## config.mk

```make
export PLATFORM = sky130hd
export DESIGN_NAME = accumulator_cpu_step
export DESIGN_NICKNAME = d
export VERILOG_FILES = /design/src/rtl/core/acpu_pkg.sv /design/src/rtl/core/acpu_ram.sv /design/src/rtl/core/acpu_alu.sv /design/src/rtl/core/accumulator_cpu_step.sv
export SDC_FILE = /design/constraint.sdc
export NUM_CORES = 2
export LEC_CHECK = 0
export BUFFER_PORTS_ARGS = -buffer_cell sky130_fd_sc_hd__buf_2
export CELL_PAD_IN_SITES_DETAIL_PLACEMENT = 1
export CELL_PAD_IN_SITES_GLOBAL_PLACEMENT = 1
export CORE_MARGIN = 4
export CORE_UTILIZATION = 39
export CTS_BUF_LIST = sky130_fd_sc_hd__clkbuf_16
export CTS_CLUSTER_SIZE = 12
export DETAILED_ROUTE_END_ITERATION = 8
export HOLD_SLACK_MARGIN = 0.12
export PLACE_DENSITY = 0.59
export SLEW_MARGIN = 20
export SYNTH_ARGS = -nofsm -noshare
export SYNTH_HDL_FRONTEND = slang
export SYNTH_SLANG_ARGS = --single-unit
```

## constraint.sdc

```tcl
create_clock -name i_clk -period 24.3 [get_ports i_clk]
set_clock_uncertainty 0.05 [all_clocks]
set_input_delay 3.645 -clock i_clk [delete_from_list [all_inputs] [get_ports i_clk]]
set_output_delay 3.645 -clock i_clk [all_outputs]
set_load 0.01 [all_outputs]
```

## src/rtl/core/acpu_pkg.sv

```systemverilog
`default_nettype none
// ----------------------------------------------------------------------------
// acpu_pkg: shared types and constants of the accumulator processor
// Word layouts of both channels, command and opcode codes, processor state
// record and the small remainder tables used for address wrapping.
// ----------------------------------------------------------------------------
package acpu_pkg;

    localparam int unsigned BYTE_W         = 8;
    localparam int unsigned MEM_DEPTH_DEF  = 256;
    localparam int unsigned PORT_COUNT_DEF = 8;
    localparam int unsigned RAM_DEPTH_DEF  = MEM_DEPTH_DEF + PORT_COUNT_DEF;
    localparam int unsigned TBL_SIZE       = 256;

    // Commands carried by an input word
    typedef enum logic [1:0] {
        CMD_MEM_WR  = 2'd0,
        CMD_PORT_WR = 2'd1,
        CMD_PORT_RD = 2'd2,
        CMD_EXEC    = 2'd3
    } t_cmd;

    // Processor run status
    typedef enum logic [1:0] {
        RUN_ACTIVE  = 2'd0,
        RUN_HALTED  = 2'd1,
        RUN_INVALID = 2'd2
    } t_run;

    // Sequencer of the execute stage
    typedef enum logic [1:0] {
        SEQ_EMPTY,
        SEQ_BUSY,
        SEQ_PORT_WAIT
    } t_seq;

    // Opcodes
    localparam logic [7:0] OP_NOP  = 8'h00;
    localparam logic [7:0] OP_ADD  = 8'h01;
    localparam logic [7:0] OP_SUB  = 8'h02;
    localparam logic [7:0] OP_OUT  = 8'h03;
    localparam logic [7:0] OP_IN   = 8'h04;
    localparam logic [7:0] OP_JZ   = 8'h05;
    localparam logic [7:0] OP_JC   = 8'h06;
    localparam logic [7:0] OP_JMP  = 8'h07;
    localparam logic [7:0] OP_HALT = 8'hFF;

    typedef struct packed {
        t_cmd       command;
        logic [7:0] address;
        logic [7:0] data;
    } t_in_word;

    typedef struct packed {
        logic [7:0] acc_value;
        logic [7:0] pc_value;
        logic       carry_out;
        logic       zero_out;
        logic [1:0] run_status;
        logic       port_write_valid;
        logic [2:0] port_write_index;
        logic [7:0] port_write_value;
        logic [7:0] read_value;
    } t_out_word;

    // Architectural registers of the processor
    typedef struct packed {
        logic [7:0] acc;
        logic [7:0] pc;
        logic       carry;
        logic       zero;
        t_run       status;
    } t_arch;

    // Outcome of one instruction
    typedef struct packed {
        t_arch nxt;
        logic  port_wr;
        logic  port_rd;
    } t_alu_res;

    // Byte value to remainder, one entry per byte value
    typedef logic [TBL_SIZE-1:0][7:0] t_mod_tbl;

    function automatic t_mod_tbl mod_table(input int unsigned modulus);
        t_mod_tbl    tbl;
        int unsigned rem;
        rem = 0;
        for (int i = 0; i < TBL_SIZE; i++) begin
            tbl[i] = 8'(rem);
            rem    = rem + 1;
            if (rem == modulus) begin
                rem = 0;
            end
        end
        return tbl;
    endfunction

endpackage
`default_nettype wire

```

## src/rtl/core/acpu_ram.sv

```systemverilog
`default_nettype none
// ----------------------------------------------------------------------------
// acpu_ram: generic synchronous RAM
// One write port and two read ports sharing one enable, registered read.
// ----------------------------------------------------------------------------
module acpu_ram
    import acpu_pkg::*;
#(
    parameter  int unsigned WIDTH = BYTE_W,
    parameter  int unsigned DEPTH = RAM_DEPTH_DEF,
    localparam int unsigned AW    = (DEPTH > 1) ? $clog2(DEPTH) : 1
) (
    input  wire logic             i_clk,
    input  wire logic             i_we,
    input  wire logic [AW-1:0]    i_waddr,
    input  wire logic [WIDTH-1:0] i_wdata,
    input  wire logic             i_re,
    input  wire logic [AW-1:0]    i_raddr0,
    input  wire logic [AW-1:0]    i_raddr1,
    output logic      [WIDTH-1:0] o_rdata0,
    output logic      [WIDTH-1:0] o_rdata1
);

    logic [WIDTH-1:0] r_mem [DEPTH];
    logic [WIDTH-1:0] r_rdata0;
    logic [WIDTH-1:0] r_rdata1;

    // Write, and read into the output registers; a read of the address being written returns the old byte
    always_ff @(posedge i_clk) begin
        if (i_we) begin
            r_mem[i_waddr] <= i_wdata;
        end
        if (i_re) begin
            r_rdata0 <= r_mem[i_raddr0];
            r_rdata1 <= r_mem[i_raddr1];
        end
    end

    assign o_rdata0 = r_rdata0;
    assign o_rdata1 = r_rdata1;

endmodule
`default_nettype wire

```

## src/rtl/core/acpu_alu.sv

```systemverilog
`default_nettype none
// ----------------------------------------------------------------------------
// acpu_alu: instruction execute
// Decodes one opcode with its operand byte and forms the next register set,
// plus the port write and port read requests.
// ----------------------------------------------------------------------------
module acpu_alu
    import acpu_pkg::*;
(
    input  wire t_arch      i_arch,
    input  wire logic [7:0] i_op,
    input  wire logic [7:0] i_arg,
    output t_alu_res        o_res
);

    logic [8:0] sum;
    logic [7:0] diff;
    logic [7:0] pc_one;
    logic [7:0] pc_two;

    assign sum    = {1'b0, i_arch.acc} + {1'b0, i_arg};
    assign diff   = i_arch.acc - i_arg;
    assign pc_one = i_arch.pc + 8'd1;
    assign pc_two = i_arch.pc + 8'd2;

    // Execute one instruction; a stopped core keeps its state
    always_comb begin
        o_res         = '0;
        o_res.nxt     = i_arch;
        if (i_arch.status == RUN_ACTIVE) begin
            o_res.nxt.pc = pc_two;
            case (i_op)
                OP_NOP: begin
                    o_res.nxt.pc = pc_one;
                end
                OP_ADD: begin
                    o_res.nxt.acc   = sum[7:0];
                    o_res.nxt.carry = sum[8];
                    o_res.nxt.zero  = (sum[7:0] == 8'd0);
                end
                OP_SUB: begin
                    o_res.nxt.acc   = diff;
                    o_res.nxt.carry = (i_arch.acc < i_arg);
                    o_res.nxt.zero  = (diff == 8'd0);
                end
                OP_OUT: begin
                    o_res.port_wr = 1'b1;
                end
                OP_IN: begin
                    o_res.port_rd = 1'b1;
                end
                OP_JZ: begin
                    if (i_arch.zero) begin
                        o_res.nxt.pc = i_arg;
                    end
                end
                OP_JC: begin
                    if (i_arch.carry) begin
                        o_res.nxt.pc = i_arg;
                    end
                end
                OP_JMP: begin
                    o_res.nxt.pc = i_arg;
                end
                OP_HALT: begin
                    o_res.nxt.pc     = i_arch.pc;
                    o_res.nxt.status = RUN_HALTED;
                end
                default: begin
                    o_res.nxt.pc     = i_arch.pc;
                    o_res.nxt.status = RUN_INVALID;
                end
            endcase
        end
    end

endmodule
`default_nettype wire

```

## src/rtl/core/accumulator_cpu_step.sv

```systemverilog
`default_nettype none
// A taken word's RAM read is registered; BUSY then registers its result word, or
// for IN issues a port read and PORT_WAIT registers it. Throughput: memory and port
// commands one word per cycle unless the output stalls; an execute word stalls input.
// Reset: synchronous, active low; clears the control registers and per-entry valid
// bits, so program memory and ports read as zero until written. No clearing pass.
// ----------------------------------------------------------------------------
// accumulator_cpu_step: 8-bit accumulator processor, one command per word
// Program memory and ports share one RAM with two read ports; a small
// sequencer reads, executes and writes back, one result word per command.
// ----------------------------------------------------------------------------
module accumulator_cpu_step
    import acpu_pkg::*;
#(
    parameter int unsigned MEM_DEPTH  = MEM_DEPTH_DEF,
    parameter int unsigned PORT_COUNT = PORT_COUNT_DEF
) (
    input  wire logic      i_clk,
    input  wire logic      i_rst_n,
    input  wire logic      i_in_valid,
    output logic           o_in_stall,
    input  wire t_in_word  i_in_word,
    output logic           o_out_valid,
    input  wire logic      i_out_stall,
    output t_out_word      o_out_word
);

    localparam int unsigned RAM_DEPTH = MEM_DEPTH + PORT_COUNT;
    localparam int unsigned RAM_AW    = $clog2(RAM_DEPTH);
    localparam int unsigned MEM_AW    = $clog2(MEM_DEPTH);
    localparam int unsigned PORT_AW   = (PORT_COUNT > 1) ? $clog2(PORT_COUNT) : 1;
    localparam logic [RAM_AW-1:0] PORT_BASE = RAM_AW'(MEM_DEPTH);
    localparam t_mod_tbl MEM_MOD  = mod_table(MEM_DEPTH);
    localparam t_mod_tbl PORT_MOD = mod_table(PORT_COUNT);

    t_seq                  r_state, n_state;
    t_arch                 r_arch, n_arch;
    t_cmd                  r_cmd;
    logic [MEM_DEPTH-1:0]  r_pm_vld;
    logic [PORT_COUNT-1:0] r_pt_vld;
    logic                  r_vld0, n_vld0;
    logic                  r_vld1, n_vld1;
    logic                  r_out_valid, n_out_valid;
    t_out_word             r_out_word, n_out_word;

    logic              in_fire;
    logic              out_free;
    logic              exec_busy;
    logic              in_start;
    logic              s1_done;
    logic              s1_adv;
    logic              port_wr_go;
    logic [7:0]        byte0;
    logic [7:0]        byte1;
    logic [7:0]        pc_next1;
    logic [7:0]        pc_mem;
    logic [7:0]        pc1_mem;
    logic [7:0]        addr_mem;
    logic [7:0]        addr_port;
    logic [7:0]        arg_port;
    logic              ram_we;
    logic              ram_re;
    logic [RAM_AW-1:0] ram_waddr;
    logic [7:0]        ram_wdata;
    logic [RAM_AW-1:0] ram_raddr0;
    logic [RAM_AW-1:0] ram_raddr1;
    logic [7:0]        ram_rdata0;
    logic [7:0]        ram_rdata1;
    t_alu_res          alu_res;

    // Shared store: program bytes first, ports after them
    acpu_ram #(
        .WIDTH (BYTE_W),
        .DEPTH (RAM_DEPTH)
    ) u_ram (
        .i_clk    (i_clk),
        .i_we     (ram_we),
        .i_waddr  (ram_waddr),
        .i_wdata  (ram_wdata),
        .i_re     (ram_re),
        .i_raddr0 (ram_raddr0),
        .i_raddr1 (ram_raddr1),
        .o_rdata0 (ram_rdata0),
        .o_rdata1 (ram_rdata1)
    );

    // Entries never written read as zero
    assign byte0 = r_vld0 ? ram_rdata0 : 8'd0;
    assign byte1 = r_vld1 ? ram_rdata1 : 8'd0;

    acpu_alu u_alu (
        .i_arch (r_arch),
        .i_op   (byte0),
        .i_arg  (byte1),
        .o_res  (alu_res)
    );

    // Wrap addresses into the program memory and port ranges
    assign pc_next1  = r_arch.pc + 8'd1;
    assign pc_mem    = MEM_MOD[r_arch.pc];
    assign pc1_mem   = MEM_MOD[pc_next1];
    assign addr_mem  = MEM_MOD[i_in_word.address];
    assign addr_port = PORT_MOD[i_in_word.address];
    assign arg_port  = PORT_MOD[byte1];

    // Handshake and stage control
    assign out_free  = !r_out_valid || !i_out_stall;
    assign exec_busy = (r_state == SEQ_BUSY) && (r_cmd == CMD_EXEC);
    assign in_start  = exec_busy && alu_res.port_rd;
    assign s1_adv    = s1_done && out_free;
    assign in_fire   = i_in_valid && !o_in_stall;
    assign port_wr_go = exec_busy && alu_res.port_wr && s1_adv;

    always_comb begin
        case (r_state)
            SEQ_EMPTY: begin
                s1_done    = 1'b0;
                o_in_stall = 1'b0;
            end
            SEQ_BUSY: begin
                s1_done    = !in_start;
                o_in_stall = exec_busy || !(s1_done && out_free);
            end
            SEQ_PORT_WAIT: begin
                s1_done    = 1'b1;
                o_in_stall = 1'b1;
            end
            default: begin
                s1_done    = 1'b0;
                o_in_stall = 1'b1;
            end
        endcase
    end

    // Next state of the sequencer
    always_comb begin
        n_state = r_state;
        case (r_state)
            SEQ_EMPTY: begin
                if (in_fire) begin
                    n_state = SEQ_BUSY;
                end
            end
            SEQ_BUSY: begin
                if (in_start) begin
                    n_state = SEQ_PORT_WAIT;
                end else if (s1_adv) begin
                    n_state = in_fire ? SEQ_BUSY : SEQ_EMPTY;
                end
            end
            SEQ_PORT_WAIT: begin
                if (s1_adv) begin
                    n_state = SEQ_EMPTY;
                end
            end
            default: begin
                n_state = SEQ_EMPTY;
            end
        endcase
    end

    // Result word and register update of the finishing command
    always_comb begin
        n_arch     = r_arch;
        n_out_word = '0;
        case (r_state)
            SEQ_BUSY: begin
                if (r_cmd == CMD_EXEC) begin
                    n_arch = alu_res.nxt;
                    if (alu_res.port_wr) begin
                        n_out_word.port_write_valid = 1'b1;
                        n_out_word.port_write_index = arg_port[2:0];
                        n_out_word.port_write_value = r_arch.acc;
                    end
                end else if (r_cmd == CMD_PORT_RD) begin
                    n_out_word.read_value = byte0;
                end
            end
            SEQ_PORT_WAIT: begin
                n_arch.acc = byte0;
                n_arch.pc  = r_arch.pc + 8'd2;
            end
            default: begin
                n_arch = r_arch;
            end
        endcase
        n_out_word.acc_value  = n_arch.acc;
        n_out_word.pc_value   = n_arch.pc;
        n_out_word.carry_out  = n_arch.carry;
        n_out_word.zero_out   = n_arch.zero;
        n_out_word.run_status = n_arch.status;
    end

    // Hold the output word until taken
    assign n_out_valid = s1_adv || (r_out_valid && i_out_stall);

    // RAM read: opcode and operand fetch, port read, or IN port read
    always_comb begin
        ram_re     = in_fire || in_start;
        ram_raddr1 = RAM_AW'(pc1_mem);
        n_vld1     = r_pm_vld[pc1_mem[MEM_AW-1:0]];
        if (in_start) begin
            ram_raddr0 = PORT_BASE + RAM_AW'(arg_port);
            n_vld0     = r_pt_vld[arg_port[PORT_AW-1:0]];
        end else if (i_in_word.command == CMD_EXEC) begin
            ram_raddr0 = RAM_AW'(pc_mem);
            n_vld0     = r_pm_vld[pc_mem[MEM_AW-1:0]];
        end else begin
            ram_raddr0 = PORT_BASE + RAM_AW'(addr_port);
            n_vld0     = r_pt_vld[addr_port[PORT_AW-1:0]];
        end
    end

    // RAM write: memory byte, port byte, or OUT
    always_comb begin
        ram_we    = 1'b0;
        ram_waddr = RAM_AW'(addr_mem);
        ram_wdata = i_in_word.data;
        if (port_wr_go) begin
            ram_we    = 1'b1;
            ram_waddr = PORT_BASE + RAM_AW'(arg_port);
            ram_wdata = r_arch.acc;
        end else if (in_fire && (i_in_word.command == CMD_MEM_WR)) begin
            ram_we    = 1'b1;
            ram_waddr = RAM_AW'(addr_mem);
        end else if (in_fire && (i_in_word.command == CMD_PORT_WR)) begin
            ram_we    = 1'b1;
            ram_waddr = PORT_BASE + RAM_AW'(addr_port);
        end
    end

    // Control registers
    always_ff @(posedge i_clk) begin
        if (!i_rst_n) begin
            r_state     <= SEQ_EMPTY;
            r_arch      <= '0;
            r_pm_vld    <= '0;
            r_pt_vld    <= '0;
            r_out_valid <= 1'b0;
        end else begin
            r_state     <= n_state;
            r_out_valid <= n_out_valid;
            if (s1_adv) begin
                r_arch <= n_arch;
            end
            if (port_wr_go) begin
                r_pt_vld[arg_port[PORT_AW-1:0]] <= 1'b1;
            end
            if (in_fire && (i_in_word.command == CMD_MEM_WR)) begin
                r_pm_vld[addr_mem[MEM_AW-1:0]] <= 1'b1;
            end
            if (in_fire && (i_in_word.command == CMD_PORT_WR)) begin
                r_pt_vld[addr_port[PORT_AW-1:0]] <= 1'b1;
            end
        end
    end

    // Payload registers
    always_ff @(posedge i_clk) begin
        if (in_fire) begin
            r_cmd <= i_in_word.command;
        end
        if (ram_re) begin
            r_vld0 <= n_vld0;
            r_vld1 <= n_vld1;
        end
        if (s1_adv) begin
            r_out_word <= n_out_word;
        end
    end

    assign o_out_valid = r_out_valid;
    assign o_out_word  = r_out_word;

endmodule
`default_nettype wire

```

==> results.json <==
{
  "outcome": "finished clean",
  "setup.worst_path.class": "input port to flop",
  "timing.fmax_mhz": 106,
  "drive_above_1_share_pct": 17.8,
  "cts_buffers": 285,
  "endpoint_kind": "flop",
  "globalplace.congestion": 0.877,
  "grt_pass1_vias": 87400,
  "synth_area_leaders": "edfxtp_1 (55%), mux4_2 (15%), nand2_1 (6.3%)",
  "h-tree-depth": 5,
  "multi_input_area_sq_mm": 0.0455,
  "ys_ff_latch": 2467,
  "die_area_sq_mm": 0.315,
  "period_share_pct": 38.7,
  "grt.overflow.total": 0,
  "intPower_uw": 7180,
  "ant_nets": 0,
  "dp.final_hpwl_microns": 309000,
  "vias_per_cell": 6.40,
  "yosys_most_used_dff": "edfxtp_1",
  "combinationalPowerShare_pct": 8.1,
  "p_leak_uw": 0.0436,
  "fillers": 30900,
  "drt-total-wl_microns": 486000,
  "utilization_pct": 44.0,
  "cts_sinks": 2467,
  "coreArea_sq_mm": 0.304,
  "cp-start-kind": "input port",
  "dr.pass1.iters": 6,
  "async_reset_ff_share_pct": 0,
  "worst_slew_pin_slew_ps": 1430,
  "antenna_found_initial": 35,
  "pwr-share-clk_pct": 43.5,
  "clkLatencyLatePin_ps": 950,
  "arrival_ps": 10070,
  "synth_most_common_cell": "edfxtp_1",
  "path_clk_slew_ps": 60,
  "routedWlPerCell_microns": 36.0,
  "drc": 0,
  "slew_headroom_pct": 4.08,
  "dieHeight_microns": 561,
  "cp_max_fo": 68,
  "cts_tree": "built",
  "rows": 202,
  "synth_edf_count": 2172,
  "seq_area_sq_mm": 0.0711,
  "setup_viol": 0,
  "hold_class": "flop to flop",
  "post-synth-top-area-fraction_pct": 54.7,
  "max-vdd-ir-drop_v": 0.0000565,
  "first_iter_violations": 10800,
  "synth_cell_type_count": 88,
  "maxCapViolations": 0,
  "grt_max_degree": 204,
  "finalHoldViolCount": 0,
  "period_minus_slack_ps": 9390,
  "synthTopCellsByCount": "edfxtp_1 (2,172), nand2_1 (2,002), mux4_2 (807), a21oi_1 (684), nand3_1 (618)",
  "layout.nets": 9240,
  "power_frac_seq_pct": 48.4,
  "cts_setup_buffers": 0,
  "start_util_pct": 39.3,
  "grt_usage_pct": 30.1,
  "swShare_pct": 25.2,
  "hold-worst-slack_ps": 435,
  "area_delta_synth_final_pct": 12.1,
  "synthesis.area_sq_mm": 0.119,
  "grt_first_pass_wirelength_microns": 684000,
  "cts_root_buf": "clkbuf_16",
  "io_buffers": 63,
  "synth_cells": 9259,
  "required_ps": 24970,
  "synth.largest_area_cell": "edfxtp_1",
  "synth_seq_area_share_pct": 59.6,
  "io_pins": 64,
  "rsz0062_at_grt": "no",
  "cts_max_path_buffers": 4,
  "num_vias": 86400,
  "p_sw_uw": 2420,
  "synth.avg_cell_area_sq_um": 12.9,
  "tns_ps": 0,
  "fp.dieW_microns": 561,
  "ctsHoldBuffers": 0,
  "powerDensity_mw_per_mm2": 71.8,
  "synth_warnings": 0,
  "synth_nets": 9305,
  "slew_viol_final": 0,
  "cts-resized-gates": 0
}
flip-flops by register name, indices dropped and copies added, names as in the netlist:
register	flops
r_arch	20
r_pt_vld	8
r_vld1	1
u_ram.o_rdata0	8
pc_mem	8
r_state	2
u_ram.r_mem	2112
r_vld0	1
r_pm_vld	256
o_out_word	40
u_ram.o_rdata1	8
o_out_valid	1
r_cmd	2
worst max-delay path: stages:
cell,delay [ps]
buf_2,230
nand2_1,290
mux2i_1,260
mux2i_4,190
buf_4,700
buf_4,740
buf_4,690
buf_4,880
buf_4,610
nand2_1,130
a21oi_1,180
nor4_1,80
a211oi_1,550
o32a_1,360
a21oi_1,90
o311ai_1,240
through the flow:
step	cell area, sq um	setup WS (ps)	std cells	total power, uW
5_1_grt	134000	14640	13500	9860
3_3_place_gp	125000	14140	13000	5480
4_1_cts	133000	15060	13500	9640
3_5_place_dp	125000	14100	13000	5500
6_report	134000	14910	13500	9600
2_1_floorplan	119000	7070	9259	5200
worst paths after layout:
check	end	depth (start not counted)	slack [ps]	from
min reg2reg	r_pm_vld[202]	1	430	r_pm_vld[202]
max	u_ram.o_rdata0[5]	16	14910	i_in_word[17]
max reg2reg	u_ram.o_rdata0[5]	16	16510	u_ram.o_rdata0[1]
min	r_pm_vld[202]	1	430	r_pm_vld[202]
power by group through the flow:
stage	Sequential (uW)	Clock (uW)	Combinational, uW
global route	4640	4410	819
finish	4640	4180	780
global placement	4730	0	753
CTS	4640	4230	769
floorplan	4740	0	460
detailed placement	4730	0	767
cell type report:
| type | count | share of cell area (%) |
|---|---|---|
| clock inverters | 207 | 1.13 |
| inverters | 40 | 0.112 |
| well taps | 4080 | 3.82 |
| multi-input cells | 6039 | 34.0 |
| repair buffers | 361 | 2.18 |
| diodes | 12 | 0.0225 |
| clock buffers | 292 | 5.47 |
| flip-flops and latches | 2467 | 53.2 |
kinds of logic (layout without fill, tap and decap cells):
| group | Yosys count | in the layout | synth area share (%) |
|---|---|---|---|
| buffers and inverters | 753 | 900 | 2.76 |
| AOI/OAI and AO/OA | 1310 | 1310 | 6.60 |
| and+or+nand+nor | 3615 | 3615 | 13.1 |
| xor gates and xnor gates | 17 | 17 | 0.125 |
| DFF | 2467 | 2467 | 59.6 |
| adders and majority gates | 24 | 24 | 0.264 |
| other | 0 | 12 | 0 |
| muxes | 1073 | 1073 | 17.5 |
per-layer routing:
layer  track usage (%)  routed length [microns]  vias up
met2              46.1                   220000     4351
li1                  -                        -    35100
met5                 0                       70        -
met3              5.65                    39800      967
met1              41.3                   198000    46000
met4              14.9                    27200       10
layout by cell type (no fill, tap or decap), types with 19 or more instances in the layout:
master	n
nor4_1	32
buf_12	25
buf_2	63
nor2b_1	162
clkinv_1	83
o22ai_1	73
and2_1	21
mux4_2	807
a211oi_1	19
a2111oi_0	24
nor2_2	57
ha_1	21
edfxtp_1	2172
a311oi_1	44
buf_4	269
nand3_1	614
and3_1	72
nand2_1	1991
a31oi_1	36
nor3_1	168
nor2_1	378
nand2b_1	19
o21ai_0	130
mux2i_1	260
clkbuf_16	292
nand4_1	19
dfxtp_1	288
clkinv_2	33
inv_1	93
o211ai_1	21
a21oi_1	684
o21a_1	110
Note: power is estimated with default switching activity, not from simulation.
